## config.mk

```make
export PLATFORM = sky130hd
export DESIGN_NAME = fixed_string_line_filter
export DESIGN_NICKNAME = d
export VERILOG_FILES = /design/src/hdl/fslf_pkg.sv /design/src/hdl/fslf_csr.sv /design/src/hdl/fslf_cell.sv /design/src/hdl/fixed_string_line_filter.sv
export SDC_FILE = /design/constraint.sdc
export NUM_CORES = 1
export LEC_CHECK = 0
export BUFFER_PORTS_ARGS = -buffer_cell sky130_fd_sc_hd__buf_2
export CORE_UTILIZATION = 52
export DETAILED_ROUTE_END_ITERATION = 8
export HOLD_SLACK_MARGIN = 0.12
export PLACE_DENSITY = 0.77
export SLEW_MARGIN = 0
export SYNTH_ARGS = -nofsm -noshare
export SYNTH_HDL_FRONTEND = slang
export SYNTH_SLANG_ARGS = --single-unit
export TNS_END_PERCENT = 30
```

## constraint.sdc

```tcl
create_clock -name clock -period 4 [get_ports clock]
set_input_delay 1.2 -clock clock [delete_from_list [all_inputs] [get_ports clock]]
set_output_delay 1.2 -clock clock [all_outputs]
set_load 0.1 [all_outputs]
```

## src/hdl/fslf_pkg.sv

```systemverilog
// Shared constants, types and helpers for the fixed-string line filter.
`timescale 1ns / 1ps
package fslf_pkg;

   localparam int PATTERN_MAX     = 16;
   localparam int LINE_COUNT_BITS = 32;
   localparam int REG_PAT_BYTES   = 16;
   localparam int LEN_BITS        = 5;
   localparam int LINE_NUM_BITS   = 32;
   localparam int CSR_ADDR_BITS   = 6;
   localparam int CSR_DATA_BITS   = 64;
   localparam int CSR_INDEX_LSB   = 3;

   typedef enum logic [2:0] {
      CSR_PATTERN_LOW  = 3'd0,
      CSR_PATTERN_HIGH = 3'd1,
      CSR_PATTERN_LEN  = 3'd2,
      CSR_IGNORE_CASE  = 3'd3,
      CSR_INVERT_MATCH = 3'd4
   } csr_index_type;

   typedef struct packed {
      logic [63:0]         pattern_bytes_low;
      logic [63:0]         pattern_bytes_high;
      logic [LEN_BITS-1:0] pattern_length;
      logic                ignore_case;
      logic                invert_match;
   } cfg_type;

   typedef struct packed {
      logic active;
      logic match;
   } link_type;

   function automatic logic [7:0] fold_byte(input logic [7:0] c, input logic ignore_case);
      if (ignore_case && c >= 8'h41 && c <= 8'h5A) begin
         return c + 8'h20;
      end
      return c;
   endfunction

endpackage

```

## src/hdl/fslf_csr.sv

```systemverilog
// Configuration register file behind the APB-style port.
`timescale 1ns / 1ps
module fslf_csr (
   input  logic                                clock,
   input  logic                                reset,
   input  logic                                psel,
   input  logic                                penable,
   input  logic                                pwrite,
   input  logic [fslf_pkg::CSR_ADDR_BITS-1:0]  paddr,
   input  logic [fslf_pkg::CSR_DATA_BITS-1:0]  pwdata,
   output logic [fslf_pkg::CSR_DATA_BITS-1:0]  prdata,
   output logic                                pready,
   output fslf_pkg::cfg_type                   cfg
);
   import fslf_pkg::*;

   cfg_type       cfg_ff;
   cfg_type       cfg_in;
   csr_index_type index;
   logic          write_en;

   assign pready   = 1'b1;
   assign index    = csr_index_type'(paddr[CSR_ADDR_BITS-1:CSR_INDEX_LSB]);
   assign write_en = psel && penable && pwrite && pready;
   assign cfg      = cfg_ff;

   always_comb begin
      cfg_in = cfg_ff;
      if (write_en) begin
         unique case (index)
            CSR_PATTERN_LOW:  cfg_in.pattern_bytes_low  = pwdata;
            CSR_PATTERN_HIGH: cfg_in.pattern_bytes_high = pwdata;
            CSR_PATTERN_LEN:  cfg_in.pattern_length     = pwdata[LEN_BITS-1:0];
            CSR_IGNORE_CASE:  cfg_in.ignore_case        = pwdata[0];
            CSR_INVERT_MATCH: cfg_in.invert_match       = pwdata[0];
            default: ;
         endcase
      end
   end

   always_comb begin
      unique case (index)
         CSR_PATTERN_LOW:  prdata = cfg_ff.pattern_bytes_low;
         CSR_PATTERN_HIGH: prdata = cfg_ff.pattern_bytes_high;
         CSR_PATTERN_LEN:  prdata = CSR_DATA_BITS'(cfg_ff.pattern_length);
         CSR_IGNORE_CASE:  prdata = CSR_DATA_BITS'(cfg_ff.ignore_case);
         CSR_INVERT_MATCH: prdata = CSR_DATA_BITS'(cfg_ff.invert_match);
         default:          prdata = '0;
      endcase
   end

   always_ff @(posedge clock) begin
      if (reset) begin
         cfg_ff <= '0;
      end else begin
         cfg_ff <= cfg_in;
      end
   end

endmodule

```

## src/hdl/fslf_cell.sv

```systemverilog
// One shift-and cell: one pattern byte and one bit of the partial-match vector.
`timescale 1ns / 1ps
module fslf_cell (
   input  logic               clock,
   input  logic               reset,
   input  fslf_pkg::link_type prev,
   input  logic               next_active,
   input  logic [7:0]         pattern_byte,
   input  logic               length_bit,
   input  logic               ignore_case,
   input  logic [7:0]         text_fold,
   input  logic               step,
   input  logic               clear,
   output fslf_pkg::link_type link,
   output logic               hit
);
   import fslf_pkg::*;

   logic match_ff;
   logic match_in;
   logic active;
   logic equal;

   assign active   = prev.active && length_bit && (pattern_byte != 8'h00);
   assign equal    = fold_byte(pattern_byte, ignore_case) == text_fold;
   assign match_in = prev.match && equal && active;
   assign hit      = match_in && !next_active;

   assign link.active = active;
   assign link.match  = match_ff;

   always_ff @(posedge clock) begin
      if (reset || clear) begin
         match_ff <= 1'b0;
      end else if (step) begin
         match_ff <= match_in;
      end
   end

endmodule

```

## src/hdl/fixed_string_line_filter.sv

```systemverilog
// Top level: fixed-string line filter built from a row of shift-and cells.
//
//   channel | direction | ports                                  | beat
//   req     | in        | req_text_byte, req_line_end            | one text byte or line end
//   rsp     | out       | rsp_line_number, rsp_line_selected     | one per line end
//   csr     | in/out    | psel penable pwrite paddr pwdata prdata | one register write/read
//
// One req beat per cycle if req_ready; the cell row updates in the cycle a byte is taken.
// A line end shows its result on rsp in the cycle after it is taken.
// Reset clears the cell row, the line state, the counter, rsp_valid and all CSR registers.
// A stalled rsp blocks only line-end beats; text bytes keep flowing.
`timescale 1ns / 1ps
module fixed_string_line_filter (
   input  logic                                  clock,
   input  logic                                  reset,
   input  logic                                  req_valid,
   output logic                                  req_ready,
   input  logic [7:0]                            req_text_byte,
   input  logic                                  req_line_end,
   output logic                                  rsp_valid,
   input  logic                                  rsp_ready,
   output logic [fslf_pkg::LINE_NUM_BITS-1:0]    rsp_line_number,
   output logic                                  rsp_line_selected,
   input  logic                                  psel,
   input  logic                                  penable,
   input  logic                                  pwrite,
   input  logic [fslf_pkg::CSR_ADDR_BITS-1:0]    paddr,
   input  logic [fslf_pkg::CSR_DATA_BITS-1:0]    pwdata,
   output logic [fslf_pkg::CSR_DATA_BITS-1:0]    prdata,
   output logic                                  pready
);
   import fslf_pkg::*;

   cfg_type                       cfg;
   logic [2*64-1:0]               pattern_regs;
   logic [7:0]                    pattern_byte [PATTERN_MAX];
   logic [PATTERN_MAX-1:0]        length_bit;
   logic [PATTERN_MAX-1:0]        next_active;
   logic [PATTERN_MAX-1:0]        hit;
   link_type                      link [PATTERN_MAX+1];

   logic                          req_accept;
   logic                          line_accept;
   logic                          byte_accept;
   logic                          step;
   logic [7:0]                    text_fold;
   logic                          line_hit;

   logic                          found_ff;
   logic                          found_in;
   logic                          stopped_ff;
   logic                          stopped_in;
   logic [LINE_COUNT_BITS-1:0]    line_counter_ff;
   logic [LINE_COUNT_BITS-1:0]    line_counter_in;
   logic                          rsp_valid_ff;
   logic                          rsp_valid_in;
   logic [LINE_NUM_BITS-1:0]      rsp_line_number_ff;
   logic                          rsp_line_selected_ff;

   fslf_csr u_csr (
      .clock   (clock),
      .reset   (reset),
      .psel    (psel),
      .penable (penable),
      .pwrite  (pwrite),
      .paddr   (paddr),
      .pwdata  (pwdata),
      .prdata  (prdata),
      .pready  (pready),
      .cfg     (cfg)
   );

   assign pattern_regs = {cfg.pattern_bytes_high, cfg.pattern_bytes_low};

   assign req_ready   = !rsp_valid_ff || rsp_ready || !req_line_end;
   assign req_accept  = req_valid && req_ready;
   assign line_accept = req_accept && req_line_end;
   assign byte_accept = req_accept && !req_line_end;
   assign text_fold   = fold_byte(req_text_byte, cfg.ignore_case);
   assign step        = byte_accept && !stopped_ff && (req_text_byte != 8'h00);

   assign link[0] = '{active: 1'b1, match: 1'b1};

   for (genvar i = 0; i < PATTERN_MAX; i++) begin : g_cell
      if (i < REG_PAT_BYTES) begin : g_reg_byte
         assign pattern_byte[i] = pattern_regs[8*i +: 8];
      end else begin : g_zero_byte
         assign pattern_byte[i] = 8'h00;
      end

      if (i < PATTERN_MAX - 1) begin : g_next
         assign next_active[i] = link[i+2].active;
      end else begin : g_last
         assign next_active[i] = 1'b0;
      end

      assign length_bit[i] = int'(cfg.pattern_length) > i;

      fslf_cell u_cell (
         .clock        (clock),
         .reset        (reset),
         .prev         (link[i]),
         .next_active  (next_active[i]),
         .pattern_byte (pattern_byte[i]),
         .length_bit   (length_bit[i]),
         .ignore_case  (cfg.ignore_case),
         .text_fold    (text_fold),
         .step         (step),
         .clear        (line_accept),
         .link         (link[i+1]),
         .hit          (hit[i])
      );
   end

   assign line_hit = found_ff || !link[1].active;

   always_comb begin
      found_in        = found_ff;
      stopped_in      = stopped_ff;
      line_counter_in = line_counter_ff;
      if (line_accept) begin
         found_in   = 1'b0;
         stopped_in = 1'b0;
         if (line_counter_ff != '1) begin
            line_counter_in = line_counter_ff + 1'b1;
         end
      end else if (byte_accept && !stopped_ff) begin
         if (req_text_byte == 8'h00) begin
            stopped_in = 1'b1;
         end else if (|hit) begin
            found_in = 1'b1;
         end
      end
   end

   always_comb begin
      rsp_valid_in = rsp_valid_ff;
      if (line_accept) begin
         rsp_valid_in = 1'b1;
      end else if (rsp_ready) begin
         rsp_valid_in = 1'b0;
      end
   end

   always_ff @(posedge clock) begin
      if (reset) begin
         found_ff        <= 1'b0;
         stopped_ff      <= 1'b0;
         line_counter_ff <= '0;
         rsp_valid_ff    <= 1'b0;
      end else begin
         found_ff        <= found_in;
         stopped_ff      <= stopped_in;
         line_counter_ff <= line_counter_in;
         rsp_valid_ff    <= rsp_valid_in;
      end
   end

   always_ff @(posedge clock) begin
      if (line_accept) begin
         rsp_line_number_ff   <= LINE_NUM_BITS'(line_counter_in);
         rsp_line_selected_ff <= line_hit ^ cfg.invert_match;
      end
   end

   assign rsp_valid         = rsp_valid_ff;
   assign rsp_line_number   = rsp_line_number_ff;
   assign rsp_line_selected = rsp_line_selected_ff;

`ifndef SYNTHESIS
   a_line_end_gives_rsp: assert property (@(posedge clock) disable iff (reset)
      line_accept |=> rsp_valid)
      else $error("line end did not raise rsp_valid");

   a_line_end_clears_state: assert property (@(posedge clock) disable iff (reset)
      line_accept |=> !found_ff && !stopped_ff && !link[1].match)
      else $error("line state not cleared after line end");

   a_byte_gives_no_rsp: assert property (@(posedge clock) disable iff (reset)
      byte_accept && !rsp_valid_ff |=> !rsp_valid)
      else $error("text byte produced a result");

   a_counter_monotonic: assert property (@(posedge clock) disable iff (reset)
      1'b1 |=> line_counter_ff >= $past(line_counter_ff))
      else $error("line counter went backwards");

   a_stopped_freezes_row: assert property (@(posedge clock) disable iff (reset)
      stopped_ff && !line_accept |=> $stable(found_ff))
      else $error("found flag moved after zero byte");
`endif

endmodule

```

---- Yosys cells after proc, flatten, opt, wreduce, memory -nomap -nowiden ----
Cells that the tools add are included.
cells by class
  bitwise operators ....................... 2
  muxes and demuxes ....................... 56
  magnitude comparators ................... 50
  reductions and logical operators ........ 170
  add/sub/neg operators ................... 18
  eq/ne operators ......................... 21
operators with widths
  cell                   count
  $pmux 64 s5            1
  $mux 8                 34
  $add 8x6->8 const B    17
  $ge 8x7->1 const B     17
  $le 8x7->1 const B     17
  $reduce_bool 8->1      17
  $eq 8x8->1             16
  $logic_and 1x1->1      118
  $mux 32                2
  $gt 5x4->1 const B     8
  $add 32x1->32 const B  1
  $ne 32x32->1 const B   1
  $gt 5x3->1 const B     4
  $logic_not 1->1        19
  $mux 1                 19
  $reduce_or 16->1       1
  $reduce_and 2->1       6
  $gt 5x1->1 const B     2
  $gt 5x2->1 const B     2
  $logic_not 8->1        1
  $eq 3x2->1 const B     2
  $logic_or 1x1->1       4
  $eq 3x1->1 const B     1
  $eq 3x3->1 const B     1
  6 further kinds        6
word-level totals
  input port bits ......................... 86
  output and inout port bits .............. 100
  word-level logic and storage cells ...... 343
  register bits after elaboration ......... 218

---- Depth between registers and ports, before layout ----
  depth after elaboration ................. 36
  gate-level depth with buffers ........... 12
  gate-level depth less buffers ........... 9

---- Modules after synthesis ----
From an unflattened synthesis, not the netlist that was laid out.
second synthesis, totals
  cells, all modules ...................... 1,696
  area total of the unflattened synthesis .. 15,157.0 sq um
modules (own cells, without submodules)
  module                    times used  area an instance (sq um)  cells each
  fslf_csr                  1           6,483.7                   692
  fslf_cell                 16          331.6                     43
  fixed_string_line_filter  1           3,368.2                   316

---- Worst setup path after synthesis ----
Ideal clock, no wire load.
  path type ............................... input -> output
  from .................................... in paddr[3] (netlist name)
  to ...................................... out prdata[14] (netlist name)
  required time ........................... 2.800 ns
  arrival time ............................ 3.477 ns
  path slack .............................. -0.677 ns
  stages on the path ...................... 7
  buffers on the path ..................... 4
  cell sequence ........................... clkbuf_1 -> nor2b_1 -> nor2b_1 -> clkbuf_1 -> clkbuf_1 -> buf_1 -> a22o_1
between the ends
  longest elaborated chain between the ends .. 2
  elaborated cells between the ends (all ways) .. 6
  those cells by class .................... 4 x eq/ne; 1 x mux; 1 x reduce/logical
RTL lines
  element                             RTL line                        text
  from (decl)                         fixed_string_line_filter.sv:27  input logic [fslf_pkg::CSR_ADDR_BITS-1:0] paddr,
  $eq 3x3->1 (tied with other cells)  fslf_csr.sv:42                  unique case (index)
  $pmux 64 s5 *                       fslf_csr.sv:42
  to (decl)                           fixed_string_line_filter.sv:29  output logic [fslf_pkg::CSR_DATA_BITS-1:0] prdata,
Every way passes the cells marked *; elsewhere a longest branch is shown, timed or not.

---- Worst setup path after layout ----
  from .................................... in paddr[3] (netlist name)
  to ...................................... out prdata[17] (netlist name)
The elaborated chain is that of the path after synthesis.

==> impl_metrics.ini <==
[outcome]
outcome = complete, no violations

[synth]
synth_edf_count = 33
syn_area_um2 = 12090
synth_nets = 1605
ys.flop_type = dfxtp_1
post_synth_num_cell_types = 72
synthArstFlopShare_pct = 0
synthTopCellsByArea = dfxtp_1 31%, nand2_1 10%, edfxtp_1 8.2%, a21oi_1 7.2%, xor2_1 6.2%
yosysTopAreaCell = dfxtp_1
synth_warnings = 0
yosysSeqAreaShare_pct = 38.84
syn_inst = 1501
synth.ff_latch_count = 218
synth_top_area_share_pct = 30.64
synth_area_per_cell_um2 = 8.052

[clocking]
clockBufferDepth = 3
cts_hold_buf = 0
cts_tree = done
clock-sinks = 218
insertion_delay_ns = 0.53
cts_buffers = 24
clockRootBuffer = clkbuf_16
postCtsSetupRepairBufs = 0
clk_pin_slew_worst_paths_ns = 0.06
ctsResizeCount = 0
cts_max_level = 1

[place]
place_congestion = 0.9245
place_area_um2 = 14360
port_buffers = 181
place_hpwl_um = 24830
dp_slack_ns = 0.1305

[critical_path]
crit_chain = buf_2 -> nor2b_1 -> nor2b_4 -> buf_12 -> a22o_1 -> buf_12
critPathTopFamily = buffers and inverters
start_kind = input port
endpoint_kind = output port
worstSetupPathType = in -> out
critPathMaxStageDelay_ns = 0.28
worst-path-max-fanout = 29
reg2reg_setup_slack_ns = 0.42
worst_ep_required_time_ns = 2.80
timing.rr.start = u_csr.cfg[5]
crit_top_cell = buf_12
crit_start = paddr[3]
worst-path-buf-inv = 3
arrival_ns = 2.64
slowest_stage = a22o_1

[pwr]
power_mw = 4.939
ir_drop_v = 0.0004279
p_per_area_nw_per_um2 = 326.1
leakage_nw = 5.714

[sta]
finalSetupViolCount = 0
timing_hold_violations_final = 0
fin_ws_ns = 0.1604
period_needed_ns = 3.840
relSlewSlack_pct = 26.72
fin_crit_sh_pct = 95.99
fmax_mhz = 260.4
rsz0062_at_grt = false
clock_skew_ns = 0.01393
worst_slew_pin_slew_ns = 1.091
drv_slew = 0

[route]
ant_nets = 0
via_count = 11780
vias_per_cell = 6.005
wl_per_cell_um = 18.19
routed_wl_um = 35680
drc_errors = 0
drtIter0Drc = 908
first_pass_iters = 6

[global_routing]
gr-total-overflow = 0
gr-usage-all-layers_pct = 29.31
grt_first_pass_wirelength_um = 56760
first_global_vias = 11220
grt_max_degree = 80
antenna_found_initial = 5

[finish]
n_fill_cell = 1812
fin_nets = 1758
drive_above_1_share_pct = 17.78
areaGrowthSynthToFinish_pct = 25.32
design_area_um2 = 15150

[run]
drv_cap = 0

[hold_path]
holdCritStartpoint = g_cell[14].u_cell.match_ff
hp-class = reg -> reg

[die]
io_pins = 186
fp.coreArea_um2 = 22710
die-area_um2 = 23860
die_w_um = 154.5
die_h_um = 154.5
start_util_pct = 53.22
rows = 55
## worst paths after layout
check	depth (start not counted)	to
max	6	prdata[17]
min	2	g_cell[14].u_cell.match_ff
max reg2reg	9	found_ff
min reg2reg	2	g_cell[14].u_cell.match_ff
## synth_stat cells, types with 15 or more instances
library cell / count
clkbuf_1: 69
edfxtp_1: 33
ha_1: 18
nor4_1: 31
nand2_1: 329
nor2b_1: 38
xor2_1: 85
inv_1: 34
a22o_1: 60
nor3_1: 33
nand4_1: 23
dfxtp_1: 185
xnor2_1: 71
nand3_1: 35
a21oi_1: 173
o21ai_0: 16
or3_1: 15
nor2_1: 70
## report_power, final
| part | internal, mW | switching, mW | total (mW) |
|---|---|---|---|
| Clock | 1.30 | 0.884 | 2.18 |
| Combinational | 0.138 | 0.345 | 0.483 |
| Sequential | 2.25 | 0.0235 | 2.27 |
| Total | 3.69 | 1.25 | 4.94 |
## metal layers
layer | global-route usage (%) | wire length (um)
met1 | 37.78 | 14690
met2 | 48.14 | 16460
met3 | 5.548 | 3112
met4 | 12.21 | 1414
met5 | 0 | 0
## tightest hold or removal path, stage by stage, from the launching register on
cell and delay [ns]:
dfxtp_1 0.31, nand2_1 0.05, a21oi_1 0.05
## sequential cells by signal, indices dropped and copies added (netlist names)
signal and cells:
u_csr.cfg 135, line_counter_ff 32, rsp_line_number 32, g_cell.u_cell.match_ff 15
found_ff 1, rsp_line_selected 1, rsp_valid 1, stopped_ff 1
## cells in the final DEF, fill, tap and decap left out, drive strengths merged, types with 34 or more instances in the layout
master and n:
nand3 35, buf 219, inv 34, xnor2 71, a22o 60, nor2 70
a21oi 173, nand2 329, nor2b 38, dfxtp 185, xor2 85
## final cells by class
type                    count  area (um2)  area share [%]
multi-input cells        1157        7029           46.41
flip-flops and latches    218        4695           30.99
repair buffers            219        2155           14.22
clock buffers              33       675.6           4.461
well taps                 285       356.6           2.354
inverters                  34       127.6          0.8426
clock inverters             9       91.34          0.6030
diodes                      7       17.52          0.1156
## through the flow
| stage | TNS [ns] | util, % | hold WS (ns) | instances |
|---|---|---|---|---|
| 2_1_floorplan | -10.11 | - | 0.4274 | 1501 |
| 3_3_place_gp | 0 | 63.25 | 0.4385 | 1913 |
| 3_5_place_dp | 0 | 63.25 | 0.4467 | 1913 |
| 4_1_cts | 0 | 66.62 | 0.4581 | 1955 |
| 5_1_grt | 0 | 66.67 | 0.4761 | 1959 |
| 6_report | 0 | 66.70 | 0.4618 | 1962 |
## cell families after synthesis
kind of cell | share of synthesized area (%)
AND/OR/NAND/NOR | 24.87
AO/OA/AOI/OAI | 17.72
flip-flops | 38.84
XOR/XNOR | 11.30
buffers and inverters | 4.203
adder cells (fa/ha/maj) | 1.863
multiplexers | 1.170
other | 0.03103
(Power assumes the default switching activity.)
